`src/rtl/core/assert_macros.svh`:
```
// Assertion macros shared by the parser RTL.
// Included by the modules that carry concurrent assertions; no other dependencies.
`ifndef ASSERT_MACROS_SVH
`define ASSERT_MACROS_SVH

// Clocked assertion, disabled while reset is asserted.
`define ISP_ASSERT(lbl, clk, rst_n, prop) \
    lbl: assert property (@(posedge clk) disable iff (!rst_n) prop) \
        else $error("parser assertion failed");

// Clocked assertion that is also checked during reset.
`define ISP_ASSERT_ALWAYS(lbl, clk, prop) \
    lbl: assert property (@(posedge clk) prop) \
        else $error("parser assertion failed");

`endif

```
`src/rtl/core/isp_pkg.sv`:
```
// Shared types and constants for the ISO 8601 time field parser.
// No dependencies.
package isp_pkg;

    localparam int CHAR_W   = 8;
    localparam int YEAR_W   = 14;
    localparam int HMS_W    = 7;
    localparam int MS_W     = 10;
    localparam int ACC_W    = 14;
    localparam int NUM_FLD  = 5;

    localparam logic [CHAR_W-1:0] CHAR_T     = 8'h54;
    localparam logic [CHAR_W-1:0] CHAR_COLON = 8'h3A;
    localparam logic [CHAR_W-1:0] CHAR_DOT   = 8'h2E;
    localparam logic [CHAR_W-1:0] CHAR_ZERO  = 8'h30;
    localparam logic [CHAR_W-1:0] CHAR_NINE  = 8'h39;

    typedef struct packed {
        logic [CHAR_W-1:0] character;
        logic              last_char;
    } isp_item_t;

    typedef struct packed {
        logic              error;
        logic [YEAR_W-1:0] year;
        logic              year_set;
        logic [HMS_W-1:0]  hour;
        logic              hour_set;
        logic [HMS_W-1:0]  minute;
        logic              minute_set;
        logic [HMS_W-1:0]  second;
        logic              second_set;
        logic [MS_W-1:0]   millisecond;
        logic              millisecond_set;
    } isp_result_t;

endpackage

```
`src/rtl/core/isp_char_if.sv`:
```
// Character channel: valid/ready handshake carrying one string byte per item.
// Depends on isp_pkg.
interface isp_char_if;
    logic                       valid;
    logic                       ready;
    logic [isp_pkg::CHAR_W-1:0] character;
    logic                       last_char;

    modport source (output valid, output character, output last_char, input ready);
    modport sink   (input valid, input character, input last_char, output ready);
endinterface

```
`src/rtl/core/isp_field_if.sv`:
```
// Result channel: valid/ready handshake carrying the parsed time fields.
// Depends on isp_pkg.
interface isp_field_if;
    logic                       valid;
    logic                       ready;
    logic                       error;
    logic [isp_pkg::YEAR_W-1:0] year;
    logic                       year_set;
    logic [isp_pkg::HMS_W-1:0]  hour;
    logic                       hour_set;
    logic [isp_pkg::HMS_W-1:0]  minute;
    logic                       minute_set;
    logic [isp_pkg::HMS_W-1:0]  second;
    logic                       second_set;
    logic [isp_pkg::MS_W-1:0]   millisecond;
    logic                       millisecond_set;

    modport source (
        output valid, output error, output year, output year_set,
        output hour, output hour_set, output minute, output minute_set,
        output second, output second_set, output millisecond,
        output millisecond_set, input ready
    );
    modport sink (
        input valid, input error, input year, input year_set,
        input hour, input hour_set, input minute, input minute_set,
        input second, input second_set, input millisecond,
        input millisecond_set, output ready
    );
endinterface

```
`src/rtl/core/isp_in_stage.sv`:
```
// Input register of the parser: holds one accepted item until it is parsed.
// Depends on isp_pkg.
module isp_in_stage
(
    input  logic              clk,
    input  logic              rst_n,
    input  logic              valid,
    output logic              ready,
    input  isp_pkg::isp_item_t item_in,
    input  logic              out_block,
    output logic              step_valid,
    output isp_pkg::isp_item_t item
);

    logic               valid_reg;
    logic               valid_next;
    isp_pkg::isp_item_t item_reg;

    // a final item waits while the previous result is still pending
    assign step_valid = valid_reg && !(item_reg.last_char && out_block);
    assign ready      = !valid_reg || step_valid;
    assign item       = item_reg;

    always_comb
    begin
        valid_next = valid_reg;
        if (valid && ready)
        begin
            valid_next = 1'b1;
        end
        else if (step_valid)
        begin
            valid_next = 1'b0;
        end
    end

    always_ff @(posedge clk or negedge rst_n)
    begin
        if (!rst_n)
        begin
            valid_reg <= 1'b0;
        end
        else
        begin
            valid_reg <= valid_next;
        end
    end

    always_ff @(posedge clk)
    begin
        if (valid && ready)
        begin
            item_reg <= item_in;
        end
    end

endmodule

```
`src/rtl/core/isp_parse.sv`:
```
// Parser state and per-character step logic; emits a result on the final item.
// Depends on isp_pkg and assert_macros.svh.
`include "assert_macros.svh"

module isp_parse
(
    input  logic                 clk,
    input  logic                 rst_n,
    input  logic                 step_valid,
    input  isp_pkg::isp_item_t   item,
    output logic                 res_valid,
    output isp_pkg::isp_result_t res
);

    localparam logic [2:0] PH_START = 3'd0;
    localparam logic [2:0] PH_LEAD  = 3'd1;
    localparam logic [2:0] PH_HOUR  = 3'd2;
    localparam logic [2:0] PH_MIN   = 3'd3;
    localparam logic [2:0] PH_SEC   = 3'd4;
    localparam logic [2:0] PH_MS    = 3'd5;
    localparam logic [2:0] PH_DONE  = 3'd6;
    localparam logic [2:0] PH_ERR   = 3'd7;

    localparam int F_YEAR = 0;
    localparam int F_HOUR = 1;
    localparam int F_MIN  = 2;
    localparam int F_SEC  = 3;
    localparam int F_MS   = 4;

    logic [2:0]                     ph_reg, ph_next;
    logic [2:0]                     dp_reg, dp_next;
    logic [1:0]                     cs_reg, cs_next;
    logic [isp_pkg::NUM_FLD-1:0]    flags_reg, flags_next;
    logic [isp_pkg::ACC_W-1:0]      acc_reg, acc_next;
    logic [isp_pkg::YEAR_W-1:0]     year_reg, year_next;
    logic [isp_pkg::HMS_W-1:0]      hour_reg, hour_next;
    logic [isp_pkg::HMS_W-1:0]      min_reg, min_next;
    logic [isp_pkg::HMS_W-1:0]      sec_reg, sec_next;
    logic [isp_pkg::MS_W-1:0]       ms_reg, ms_next;

    logic [isp_pkg::CHAR_W-1:0]     c;
    logic                           is_dig;
    logic [3:0]                     dv;
    logic [isp_pkg::ACC_W-1:0]      acc_mac;
    logic                           end_err;

    assign c       = item.character;
    assign is_dig  = (c >= isp_pkg::CHAR_ZERO) && (c <= isp_pkg::CHAR_NINE);
    assign dv      = is_dig ? c[3:0] : 4'd0;
    assign acc_mac = acc_reg * 14'd10 + {10'd0, dv};

    assign res_valid = step_valid && item.last_char;

    always_comb
    begin
        ph_next    = ph_reg;
        dp_next    = dp_reg;
        cs_next    = (cs_reg == 2'd3) ? 2'd3 : cs_reg + 2'd1;
        flags_next = flags_reg;
        acc_next   = acc_reg;
        year_next  = year_reg;
        hour_next  = hour_reg;
        min_next   = min_reg;
        sec_next   = sec_reg;
        ms_next    = ms_reg;
        end_err    = 1'b0;
        res        = '0;

        unique case (ph_reg)
            PH_START:
            begin
                if (c == isp_pkg::CHAR_T)
                begin
                    ph_next = PH_HOUR;
                    dp_next = 3'd0;
                end
                else if (is_dig)
                begin
                    ph_next  = PH_LEAD;
                    acc_next = {10'd0, dv};
                    dp_next  = 3'd1;
                end
                else
                begin
                    ph_next = PH_ERR;
                end
            end
            PH_LEAD:
            begin
                if (is_dig)
                begin
                    if (dp_reg >= 3'd4)
                    begin
                        year_next          = acc_reg;
                        flags_next[F_YEAR] = 1'b1;
                        ph_next            = PH_ERR;
                    end
                    else
                    begin
                        acc_next = acc_mac;
                        dp_next  = dp_reg + 3'd1;
                    end
                end
                else if (dp_reg == 3'd4)
                begin
                    year_next          = acc_reg;
                    flags_next[F_YEAR] = 1'b1;
                    ph_next            = PH_DONE;
                end
                else if (dp_reg == 3'd2)
                begin
                    if (item.last_char && cs_reg != 2'd3)
                    begin
                        ph_next = PH_ERR;
                    end
                    else
                    begin
                        hour_next          = acc_reg[isp_pkg::HMS_W-1:0];
                        flags_next[F_HOUR] = 1'b1;
                        dp_next            = 3'd0;
                        ph_next            = (c == isp_pkg::CHAR_COLON) ? PH_MIN : PH_ERR;
                    end
                end
                else
                begin
                    ph_next = PH_ERR;
                end
            end
            PH_HOUR, PH_MIN, PH_SEC:
            begin
                if (dp_reg == 3'd0)
                begin
                    if (c == isp_pkg::CHAR_COLON && ph_reg != PH_HOUR)
                    begin
                        ph_next = ph_reg;
                    end
                    else if (!is_dig)
                    begin
                        ph_next = PH_ERR;
                    end
                    else
                    begin
                        acc_next = {10'd0, dv};
                        dp_next  = 3'd1;
                    end
                end
                else if (!is_dig)
                begin
                    ph_next = PH_ERR;
                end
                else
                begin
                    if (ph_reg == PH_HOUR)
                    begin
                        hour_next          = acc_mac[isp_pkg::HMS_W-1:0];
                        flags_next[F_HOUR] = 1'b1;
                    end
                    else if (ph_reg == PH_MIN)
                    begin
                        min_next          = acc_mac[isp_pkg::HMS_W-1:0];
                        flags_next[F_MIN] = 1'b1;
                    end
                    else
                    begin
                        sec_next          = acc_mac[isp_pkg::HMS_W-1:0];
                        flags_next[F_SEC] = 1'b1;
                    end
                    ph_next = ph_reg + 3'd1;
                    dp_next = 3'd0;
                end
            end
            PH_MS:
            begin
                if (dp_reg == 3'd0)
                begin
                    if (c == isp_pkg::CHAR_DOT)
                    begin
                        ph_next = ph_reg;
                    end
                    else if (!is_dig)
                    begin
                        ph_next = PH_ERR;
                    end
                    else
                    begin
                        acc_next = {10'd0, dv};
                        dp_next  = 3'd1;
                    end
                end
                else if (!is_dig)
                begin
                    ph_next = PH_ERR;
                end
                else if (dp_reg == 3'd1)
                begin
                    acc_next = acc_mac;
                    dp_next  = 3'd2;
                end
                else
                begin
                    ms_next          = acc_mac[isp_pkg::MS_W-1:0];
                    flags_next[F_MS] = 1'b1;
                    ph_next          = PH_DONE;
                    dp_next          = 3'd0;
                end
            end
            default:
            begin
                ph_next = ph_reg;
            end
        endcase

        if (item.last_char)
        begin
            // close out the string
            if (ph_next == PH_LEAD)
            begin
                if (dp_next == 3'd4)
                begin
                    year_next          = acc_next;
                    flags_next[F_YEAR] = 1'b1;
                end
                else
                begin
                    end_err = 1'b1;
                end
            end
            else if (ph_next >= PH_HOUR && ph_next <= PH_MS && dp_next != 3'd0)
            begin
                end_err = 1'b1;
            end

            res.error           = (ph_next == PH_ERR) || end_err;
            res.year            = flags_next[F_YEAR] ? year_next : '0;
            res.year_set        = flags_next[F_YEAR];
            res.hour            = flags_next[F_HOUR] ? hour_next : '0;
            res.hour_set        = flags_next[F_HOUR];
            res.minute          = flags_next[F_MIN] ? min_next : '0;
            res.minute_set      = flags_next[F_MIN];
            res.second          = flags_next[F_SEC] ? sec_next : '0;
            res.second_set      = flags_next[F_SEC];
            res.millisecond     = flags_next[F_MS] ? ms_next : '0;
            res.millisecond_set = flags_next[F_MS];

            ph_next    = PH_START;
            dp_next    = 3'd0;
            cs_next    = 2'd0;
            flags_next = '0;
        end
    end

    always_ff @(posedge clk or negedge rst_n)
    begin
        if (!rst_n)
        begin
            ph_reg    <= PH_START;
            dp_reg    <= 3'd0;
            cs_reg    <= 2'd0;
            flags_reg <= '0;
        end
        else if (step_valid)
        begin
            ph_reg    <= ph_next;
            dp_reg    <= dp_next;
            cs_reg    <= cs_next;
            flags_reg <= flags_next;
        end
    end

    always_ff @(posedge clk)
    begin
        if (step_valid)
        begin
            acc_reg  <= acc_next;
            year_reg <= year_next;
            hour_reg <= hour_next;
            min_reg  <= min_next;
            sec_reg  <= sec_next;
            ms_reg   <= ms_next;
        end
    end

    `ISP_ASSERT(a_last_clears, clk, rst_n, (step_valid && item.last_char) |=> (ph_reg == PH_START && flags_reg == '0))
    `ISP_ASSERT(a_start_no_digits, clk, rst_n, (ph_reg == PH_START) |-> (dp_reg == 3'd0 && flags_reg == '0))
    `ISP_ASSERT(a_ms_needs_time, clk, rst_n, (res_valid && res.millisecond_set) |-> (res.second_set && res.minute_set && res.hour_set && !res.year_set))

endmodule

```
`src/rtl/core/isp_out_stage.sv`:
```
// Result register: holds one parsed result until the sink takes it.
// Depends on isp_pkg.
module isp_out_stage
(
    input  logic                 clk,
    input  logic                 rst_n,
    input  logic                 res_valid,
    input  isp_pkg::isp_result_t res,
    input  logic                 ready,
    output logic                 valid,
    output isp_pkg::isp_result_t res_q
);

    logic                 valid_reg;
    logic                 valid_next;
    isp_pkg::isp_result_t res_reg;

    assign valid = valid_reg;
    assign res_q = res_reg;

    always_comb
    begin
        valid_next = valid_reg;
        if (res_valid)
        begin
            valid_next = 1'b1;
        end
        else if (ready)
        begin
            valid_next = 1'b0;
        end
    end

    always_ff @(posedge clk or negedge rst_n)
    begin
        if (!rst_n)
        begin
            valid_reg <= 1'b0;
        end
        else
        begin
            valid_reg <= valid_next;
        end
    end

    always_ff @(posedge clk)
    begin
        if (res_valid)
        begin
            res_reg <= res;
        end
    end

endmodule

```
`src/rtl/core/iso8601_time_field_parser_core.sv`:
```
// Streaming ISO 8601 year/time parser: one character item per cycle on chars, one result
// item on fields per string, registered after its final character is parsed. Characters
// pass through an input register and a single parse step into a result register, so the
// sustained rate is one character per clock; chars.ready drops only while a final character
// waits for the previous result to be taken from the result register.
// Depends on isp_pkg, isp_char_if, isp_field_if, isp_in_stage, isp_parse, isp_out_stage.
`include "assert_macros.svh"

module iso8601_time_field_parser_core
(
    input  logic        clk,
    input  logic        rst_n,
    isp_char_if.sink    chars,
    isp_field_if.source fields
);

    isp_pkg::isp_item_t   item_in;
    isp_pkg::isp_item_t   item;
    isp_pkg::isp_result_t res;
    isp_pkg::isp_result_t res_q;
    logic                 step_valid;
    logic                 res_valid;
    logic                 out_valid;
    logic                 out_block;

    assign item_in.character = chars.character;
    assign item_in.last_char = chars.last_char;
    assign out_block         = out_valid && !fields.ready;

    isp_in_stage u_in
    (
        .clk        (clk),
        .rst_n      (rst_n),
        .valid      (chars.valid),
        .ready      (chars.ready),
        .item_in    (item_in),
        .out_block  (out_block),
        .step_valid (step_valid),
        .item       (item)
    );

    isp_parse u_parse
    (
        .clk        (clk),
        .rst_n      (rst_n),
        .step_valid (step_valid),
        .item       (item),
        .res_valid  (res_valid),
        .res        (res)
    );

    isp_out_stage u_out
    (
        .clk       (clk),
        .rst_n     (rst_n),
        .res_valid (res_valid),
        .res       (res),
        .ready     (fields.ready),
        .valid     (out_valid),
        .res_q     (res_q)
    );

    assign fields.valid           = out_valid;
    assign fields.error           = res_q.error;
    assign fields.year            = res_q.year;
    assign fields.year_set        = res_q.year_set;
    assign fields.hour            = res_q.hour;
    assign fields.hour_set        = res_q.hour_set;
    assign fields.minute          = res_q.minute;
    assign fields.minute_set      = res_q.minute_set;
    assign fields.second          = res_q.second;
    assign fields.second_set      = res_q.second_set;
    assign fields.millisecond     = res_q.millisecond;
    assign fields.millisecond_set = res_q.millisecond_set;

    `ISP_ASSERT(a_stall_cause, clk, rst_n, !chars.ready |-> (fields.valid && !fields.ready))

endmodule
```
`src/flat_wrapper.sv`:
```
// flat-port wrapper written by rule: the top's interface ports become plain ports
module iso8601_time_field_parser_core_flat 
  (clk, rst_n, chars_valid, chars_character, chars_last_char, chars_ready, fields_valid, fields_error, fields_year, fields_year_set, fields_hour, fields_hour_set, fields_minute, fields_minute_set, fields_second, fields_second_set, fields_millisecond, fields_millisecond_set, fields_ready);
  isp_char_if chars_i ();
  isp_field_if fields_i ();
  input  logic clk;
  input  logic rst_n;
  input wire logic [$bits(chars_i.valid)-1:0] chars_valid;
  input wire logic [$bits(chars_i.character)-1:0] chars_character;
  input wire logic [$bits(chars_i.last_char)-1:0] chars_last_char;
  output wire logic [$bits(chars_i.ready)-1:0] chars_ready;
  output wire logic [$bits(fields_i.valid)-1:0] fields_valid;
  output wire logic [$bits(fields_i.error)-1:0] fields_error;
  output wire logic [$bits(fields_i.year)-1:0] fields_year;
  output wire logic [$bits(fields_i.year_set)-1:0] fields_year_set;
  output wire logic [$bits(fields_i.hour)-1:0] fields_hour;
  output wire logic [$bits(fields_i.hour_set)-1:0] fields_hour_set;
  output wire logic [$bits(fields_i.minute)-1:0] fields_minute;
  output wire logic [$bits(fields_i.minute_set)-1:0] fields_minute_set;
  output wire logic [$bits(fields_i.second)-1:0] fields_second;
  output wire logic [$bits(fields_i.second_set)-1:0] fields_second_set;
  output wire logic [$bits(fields_i.millisecond)-1:0] fields_millisecond;
  output wire logic [$bits(fields_i.millisecond_set)-1:0] fields_millisecond_set;
  input wire logic [$bits(fields_i.ready)-1:0] fields_ready;
  assign chars_i.valid = chars_valid;
  assign chars_i.character = chars_character;
  assign chars_i.last_char = chars_last_char;
  assign chars_ready = chars_i.ready;
  assign fields_valid = fields_i.valid;
  assign fields_error = fields_i.error;
  assign fields_year = fields_i.year;
  assign fields_year_set = fields_i.year_set;
  assign fields_hour = fields_i.hour;
  assign fields_hour_set = fields_i.hour_set;
  assign fields_minute = fields_i.minute;
  assign fields_minute_set = fields_i.minute_set;
  assign fields_second = fields_i.second;
  assign fields_second_set = fields_i.second_set;
  assign fields_millisecond = fields_i.millisecond;
  assign fields_millisecond_set = fields_i.millisecond_set;
  assign fields_i.ready = fields_ready;
  iso8601_time_field_parser_core u_core (.clk(clk), .rst_n(rst_n), .chars(chars_i), .fields(fields_i));
endmodule
```
`config.mk`:
```
export PLATFORM = sky130hd
export DESIGN_NAME = iso8601_time_field_parser_core_flat
export DESIGN_NICKNAME = d
export VERILOG_FILES = /design/src/rtl/core/isp_pkg.sv /design/src/rtl/core/isp_char_if.sv /design/src/rtl/core/isp_field_if.sv /design/src/rtl/core/isp_in_stage.sv /design/src/rtl/core/isp_parse.sv /design/src/rtl/core/isp_out_stage.sv /design/src/rtl/core/iso8601_time_field_parser_core.sv /design/src/flat_wrapper.sv
export VERILOG_INCLUDE_DIRS = /design/src /design/src/rtl/core
export SDC_FILE = /design/constraint.sdc
export NUM_CORES = 1
export LEC_CHECK = 0
export ABC_AREA = 1
export BUFFER_PORTS_ARGS = -buffer_cell sky130_fd_sc_hd__buf_4
export CAP_MARGIN = 20
export CORE_ASPECT_RATIO = 0.75
export CORE_MARGIN = 5
export CORE_UTILIZATION = 34
export CTS_CLUSTER_DIAMETER = 30
export DETAILED_ROUTE_END_ITERATION = 10
export SLEW_MARGIN = 20
export SYNTH_ARGS = -nofsm -noshare
export SYNTH_HDL_FRONTEND = slang
export SYNTH_SLANG_ARGS = --single-unit
```
`constraint.sdc`:
```
create_clock -name clk -period 3.24 [get_ports clk]
set_input_delay 0.648 -clock clk [delete_from_list [all_inputs] [get_ports clk]]
set_output_delay 0.648 -clock clk [all_outputs]
set_load 0.05 [all_outputs]
```
# ---- Word-level counts from Yosys, hierarchy flattened
# Cells that the tools add are included.
dict set report totals {
  ff_bits 134
  in_bits 13
  out_inout_bits 53
  word_cells 187
}
dict set report op_classes {
  addsub 4
  multipliers 1
  order_cmp 5
  n_eq_ne 17
  n_mux 109
  n_reduce_logical 26
}
# op count
set op_table {}
lappend op_table {{$mux 14} 17}
lappend op_table {{$mux 7} 17}
lappend op_table {{$mux 3} 33}
lappend op_table {{$pmux 14 s4} 1}
lappend op_table {{$mux 10} 4}
lappend op_table {{$mux 1} 26}
lappend op_table {{$pmux 3 s4} 2}
lappend op_table {{$eq 8x6->1 const B} 2}
lappend op_table {{$eq 3x3->1 const B} 5}
lappend op_table {{$add 14x4->14} 1}
lappend op_table {{$mul 14x3->13 const B} 1}
lappend op_table {{$pmux 7 s2} 1}
lappend op_table {{$logic_and 1x1->1} 10}
lappend op_table {{$mux 2} 5}
lappend op_table {{$reduce_and 2->1} 5}
lappend op_table {{$eq 3x1->1 const B} 3}
lappend op_table {{$eq 3x2->1 const B} 3}
lappend op_table {{$eq 8x7->1 const B} 1}
lappend op_table {{$ge 8x6->1 const B} 1}
lappend op_table {{$le 8x6->1 const B} 1}
lappend op_table {{$add 3x1->3 const B} 2}
lappend op_table {{$logic_not 3->1} 2}
lappend op_table {{$mux 5} 1}
lappend op_table {{$mux 4} 1}
lappend op_table {{13 further kinds} 17}

# ---- Logic depth before layout (Yosys ltp)
dict set report logic_depth {
  depth_word 14
  mapped_depth 25
}

# ---- Cells and area by module
# A second synthesis with hierarchy kept.
dict set report hier_totals {
  hier_cells 961
  hier_area_um2 7983.9
}
# mod n_inst cells_each area_per_inst_um2 seq_area_each_um2
set modules_own_cells {}
lappend modules_own_cells {isp_parse 1 887 6074.6 2097.0}
lappend modules_own_cells {isp_out_stage 1 56 1571.5 1556.5}
lappend modules_own_cells {isp_in_stage 1 16 327.8 295.3}
lappend modules_own_cells {iso8601_time_field_parser_core 1 2 10.0 0.0}

# ---- Least setup slack after synthesis
# Ideal clock, no wire load.
dict set report synth_timing {
  path_type {input-to-reg}
  start {in fields_ready}
  end {reg u_core.u_out.res_reg (netlist bit u_core.u_out.res_q[0]) (enable)}
  setup_ns 0.486
  arrival_time_ns 3.325
  required_ns 2.754
  slack_ns -0.571
  path_stages 6
  path_cell_list {inv_1 nand3_1 nand2_1 clkinv_1 nand2_1 inv_1}
}
dict set report synth_via {
  elab_chain_cells 6
}
# item line_no
set synth_rtl {}
lappend synth_rtl {{from (decl)} flat_wrapper.sv:24} ;# input wire logic [$bits(fields_i.ready)-1:0] fields_ready;
lappend synth_rtl {{$logic_not 1->1} iso8601_time_field_parser_core.sv:28} ;# assign out_block = out_valid && !fields.ready;
lappend synth_rtl {{$logic_and 1x1->1} iso8601_time_field_parser_core.sv:28}
lappend synth_rtl {{$logic_and 1x1->1} isp_in_stage.sv:20} ;# assign step_valid = valid_reg && !(item_reg.last_char && out_block);
lappend synth_rtl {{$logic_not 1->1} isp_in_stage.sv:20}
lappend synth_rtl {{$logic_and 1x1->1} isp_in_stage.sv:20}
lappend synth_rtl {{via u_core.step_valid} iso8601_time_field_parser_core.sv:21} ;# logic step_valid;
lappend synth_rtl {{$logic_and 1x1->1} isp_parse.sv:52} ;# assign res_valid = step_valid && item.last_char;
lappend synth_rtl {{via u_core.res_valid} iso8601_time_field_parser_core.sv:22} ;# logic res_valid;
lappend synth_rtl {{to (signal assigned)} isp_out_stage.sv:50} ;# res_reg <= res;
lappend synth_rtl {{to (decl)} isp_out_stage.sv:16} ;# isp_pkg::isp_result_t res_reg;
# The timed path passes the listed nets, and every way through them passes these cells.
# A chain may end at the register's enable or synchronous reset.

# ---- Final worst setup path
dict set report layout_timing {
  start {reg u_core.u_in.item_reg (netlist bit u_core.u_in.item[8])}
  end {reg u_core.u_out.res_reg (netlist bit u_core.u_out.res_q[47]) (data pin)}
}
# item line_no
set layout_rtl {}
lappend layout_rtl {{from (decl)} isp_in_stage.sv:17} ;# isp_pkg::isp_item_t item_reg;
lappend layout_rtl {{from (signal assigned)} isp_in_stage.sv:53} ;# item_reg <= item_in;
lappend layout_rtl {{$ge 8x6->1 or $le 8x6->1 (tied branches)} isp_parse.sv:48} ;# assign is_dig = (c >= isp_pkg::CHAR_ZERO) && (c <= isp_pkg::CHAR_NINE);
lappend layout_rtl {{$logic_and 1x1->1} isp_parse.sv:48}
lappend layout_rtl {{$mux 4} isp_parse.sv:49} ;# assign dv = is_dig ? c[3:0] : 4'd0;
lappend layout_rtl {{$add 14x4->14} isp_parse.sv:50} ;# assign acc_mac = acc_reg * 14'd10 + {10'd0, dv};
lappend layout_rtl {{$mux 14} isp_parse.sv:194} ;# else if (dp_reg == 3'd1)
lappend layout_rtl {{$mux 14} isp_parse.sv:190} ;# else if (!is_dig)
lappend layout_rtl {{$mux 14} isp_parse.sv:174} ;# if (dp_reg == 3'd0)
lappend layout_rtl {{$pmux 14 s4 *} isp_parse.sv:69} ;# unique case (ph_reg)
lappend layout_rtl {{via u_core.u_parse.acc_next (one bit)} isp_parse.sv:34} ;# logic [isp_pkg::ACC_W-1:0] acc_reg, acc_next;
lappend layout_rtl {{$mux 14 *} isp_parse.sv:218} ;# if (dp_next == 3'd4)
lappend layout_rtl {{$mux 14 *} isp_parse.sv:216} ;# if (ph_next == PH_LEAD)
# The timed path passes the listed nets; every way through them passes the cells marked *. The select of a mux whose other input is x is not followed.

==> flow_summary.json <==
{
  "status": "complete, no violations",
  "final_cell_mix": "nand2_1, inv_1, edfxtp_1, buf_4, nor2_1",
  "clock_latency_ns": 0.43,
  "cp.required_ns": 3.42,
  "critPathLaunch": "u_core.u_in.item[8]$_DFFE_PP_",
  "synth_ff_type": "edfxtp_1",
  "cap_viol_max_count": 0,
  "dieArea_mm2": 0.0275,
  "fin_crit_ns": 3.04,
  "report.final.slew_viol_count": 0,
  "wire_per_inst_um": 16.3,
  "dp.cells": 1396,
  "synth_seq_cells": 134,
  "core_area_mm2": 0.0239,
  "fmax_mhz": 329,
  "track_usage": 0.170,
  "grt_antenna_before_repair": 0,
  "grt_pass1_vias": 6503,
  "post-place-ws_ns": 0.0543,
  "cts_made_buffers": 17,
  "mostFrequentLayoutCell": "nand2_1",
  "powerDensity_mw_per_mm2": 917,
  "drt_pass1_iterations": 5,
  "htreeDepth": 4,
  "grt_max_degree": 68,
  "numPortBuffers": 65,
  "max-slew-margin-rel": 0.476,
  "clockBufferDepth": 2,
  "fin_worst_skew_ns": 0.00976,
  "die_w_um": 190,
  "die_h_um": 145,
  "drt-met1-wl_mm": 11.7,
  "ant_nets": 0,
  "hold_buffers": 0,
  "yosys_warnings": 0,
  "fin_crit_sh": 0.937,
  "drc_errors": 0,
  "avgSynthCellArea_um2": 8.21,
  "cts_root_buffer": "clkbuf_16",
  "gr-total-overflow": 0,
  "route.met3.wl_mm": 2.39,
  "layout.cells.non_filler": 1432,
  "r2r_start": "u_core.u_in.item[8]$_DFFE_PP_",
  "via_count": 7171,
  "ys_seq_area_frac": 0.479,
  "ios": 66,
  "worst_slack_ns": 0.204,
  "netlist_area_mm2": 0.00824,
  "final_net_count": 1159,
  "hold_class": "in -> async",
  "grt_pass1_wl_mm": 36.3,
  "finalSetupViolCount": 0,
  "synth_edf_count": 119,
  "viasPerCell": 5.01,
  "area_growth_pct": 22.0,
  "postSynthCellCount": 1003,
  "routed_wl_mm": 23.3,
  "rows": 49,
  "ys_types": 44,
  "dpl.hpwl_mm": 17.3,
  "largest_reg_flops": 51,
  "place_congestion": 0.940,
  "peakVddDrop_mv": 0.607,
  "wl_met2_mm": 9.04,
  "top_layer": "met4",
  "synthArstFlopShare": 0.112,
  "holdWs_ns": 0.0813,
  "critPathKind": "reg -> reg",
  "worstSetupStartpointType": "flip-flop",
  "cts_tree": "done",
  "hold_violations": 0,
  "layout-drive-gt1-share": 0.194,
  "leakage_nw": 4.72,
  "end_kind": "flip-flop",
  "fill_cells": 2395,
  "initial_core_util": 0.345,
  "clk_pin_slew_worst_paths_ns": 0.06,
  "n_antenna_cell": 0,
  "tightest_slew_ns": 0.780,
  "syn_nets": 1049,
  "drt_iter0_markers": 633,
  "cts.sinks": 134,
  "fin_setup_tns_ns": 0,
  "path_max_fanout": 4,
  "critPathArrivalTime_ns": 3.21
}
## power breakdown
| part | leakage [nW] | switching, mW | internal [mW] | total, mW |
|---|---|---|---|---|
| registers | 1.36 | 0.207 | 2.24 | 2.45 |
| logic | 3.07 | 3.17 | 1.51 | 4.68 |
| clock network | 0.294 | 0.781 | 1.29 | 2.08 |
| total | 4.72 | 4.16 | 5.05 | 9.21 |
## synthesized netlist by cell type, drive strengths merged, types with 10 or more instances
| master | count | area, um^2 |
|---|---|---|
| inv | 159 | 597 |
| nand2 | 269 | 1040 |
| ha | 31 | 388 |
| o21a | 10 | 75.1 |
| o21ai | 71 | 374 |
| dfrtp | 15 | 375 |
| nand3 | 84 | 463 |
| or2 | 29 | 181 |
| edfxtp | 119 | 3570 |
| o22ai | 11 | 68.8 |
| nand4 | 11 | 68.8 |
| buf | 10 | 81.3 |
| nor2 | 101 | 408 |
| a21oi | 30 | 154 |
## worst max-delay path: stages (launching register included)
cell      delay (ns)
edfxtp_1        0.37
inv_1           0.09
nand2_2         0.09
nor2_8          0.14
nand2_4         0.07
nor2_2          0.08
ha_1            0.16
inv_1           0.07
fa_2            0.37
inv_1           0.06
nand3_1         0.09
nand2_2         0.11
nand2_1         0.06
nor2_2          0.15
nand2_2         0.08
nor2_2          0.10
nand2_2         0.12
nor2_4          0.11
nand2_1         0.05
nand3_1         0.08
nand2_1         0.07
inv_1           0.05
nand2_1         0.05
nand3_1         0.09
nor2_1          0.05
## repair_timing
action | CTS | global route
setup endpoints to repair | 0 | 24
gates resized for setup | 0 | 18
setup buffers | 0 | 4
## kinds of logic (layout without fill, tap and decap cells)
group / after synthesis / after routing / synth area share
adder cells (fa/ha/maj): 33 / 33 / 0.0519
AO/OA/AOI/OAI: 152 / 152 / 0.109
XOR/XNOR: 4 / 4 / 0.00425
AND/OR/NAND/NOR: 500 / 500 / 0.268
buffers and inverters: 180 / 303 / 0.0873
flip-flops: 134 / 134 / 0.479
## layout make-up
class,instances,area (um^2),share of cell area
flip-flops and latches,134,3950,0.393
multi-input cells,689,3620,0.361
repair buffers,109,856,0.0852
inverters,162,609,0.0606
clock buffers,18,429,0.0427
well taps,306,383,0.0381
clock inverters,14,199,0.0198
## worst paths after layout
| path | endpoint | slack (ns) | cells past startpoint |
|---|---|---|---|
| min in group clk | u_core.u_in.item[0]$_DFFE_PP_ | 0.39 | 1 |
| worst min-delay path | u_core.u_out.valid$_DFFE_PN0P_ | 0.08 | 1 |
| worst min register to register | u_core.u_parse.flags_reg[1]$_DFFE_PN0P_ | 0.50 | 2 |
| worst max register to register | u_core.u_out.res_q[47]$_SDFFCE_PN0P_ | 0.20 | 24 |
| max in group asynchronous | u_core.u_parse.flags_reg[3]$_DFFE_PN0P_ | 2.95 | 1 |
| worst max-delay path | u_core.u_out.res_q[47]$_SDFFCE_PN0P_ | 0.20 | 24 |
## metrics by stage
step | area, um^2 | util | power (mW)
floorplan | 8240 | - | 5.40
global placement | 9340 | 0.390 | 6.94
detailed placement | 9340 | 0.390 | 6.96
CTS | 9960 | 0.417 | 9.08
global route | 10000 | 0.420 | 9.88
finish | 10000 | 0.420 | 9.21
## metal layers
metal / global-route usage / vias up
met2: 0.229 / 293
met5: 0 / -
li1: - / 3546
met3: 0.0513 / 21
met1: 0.265 / 3311
met4: 0.0407 / 0
(Power assumes the default switching activity.)
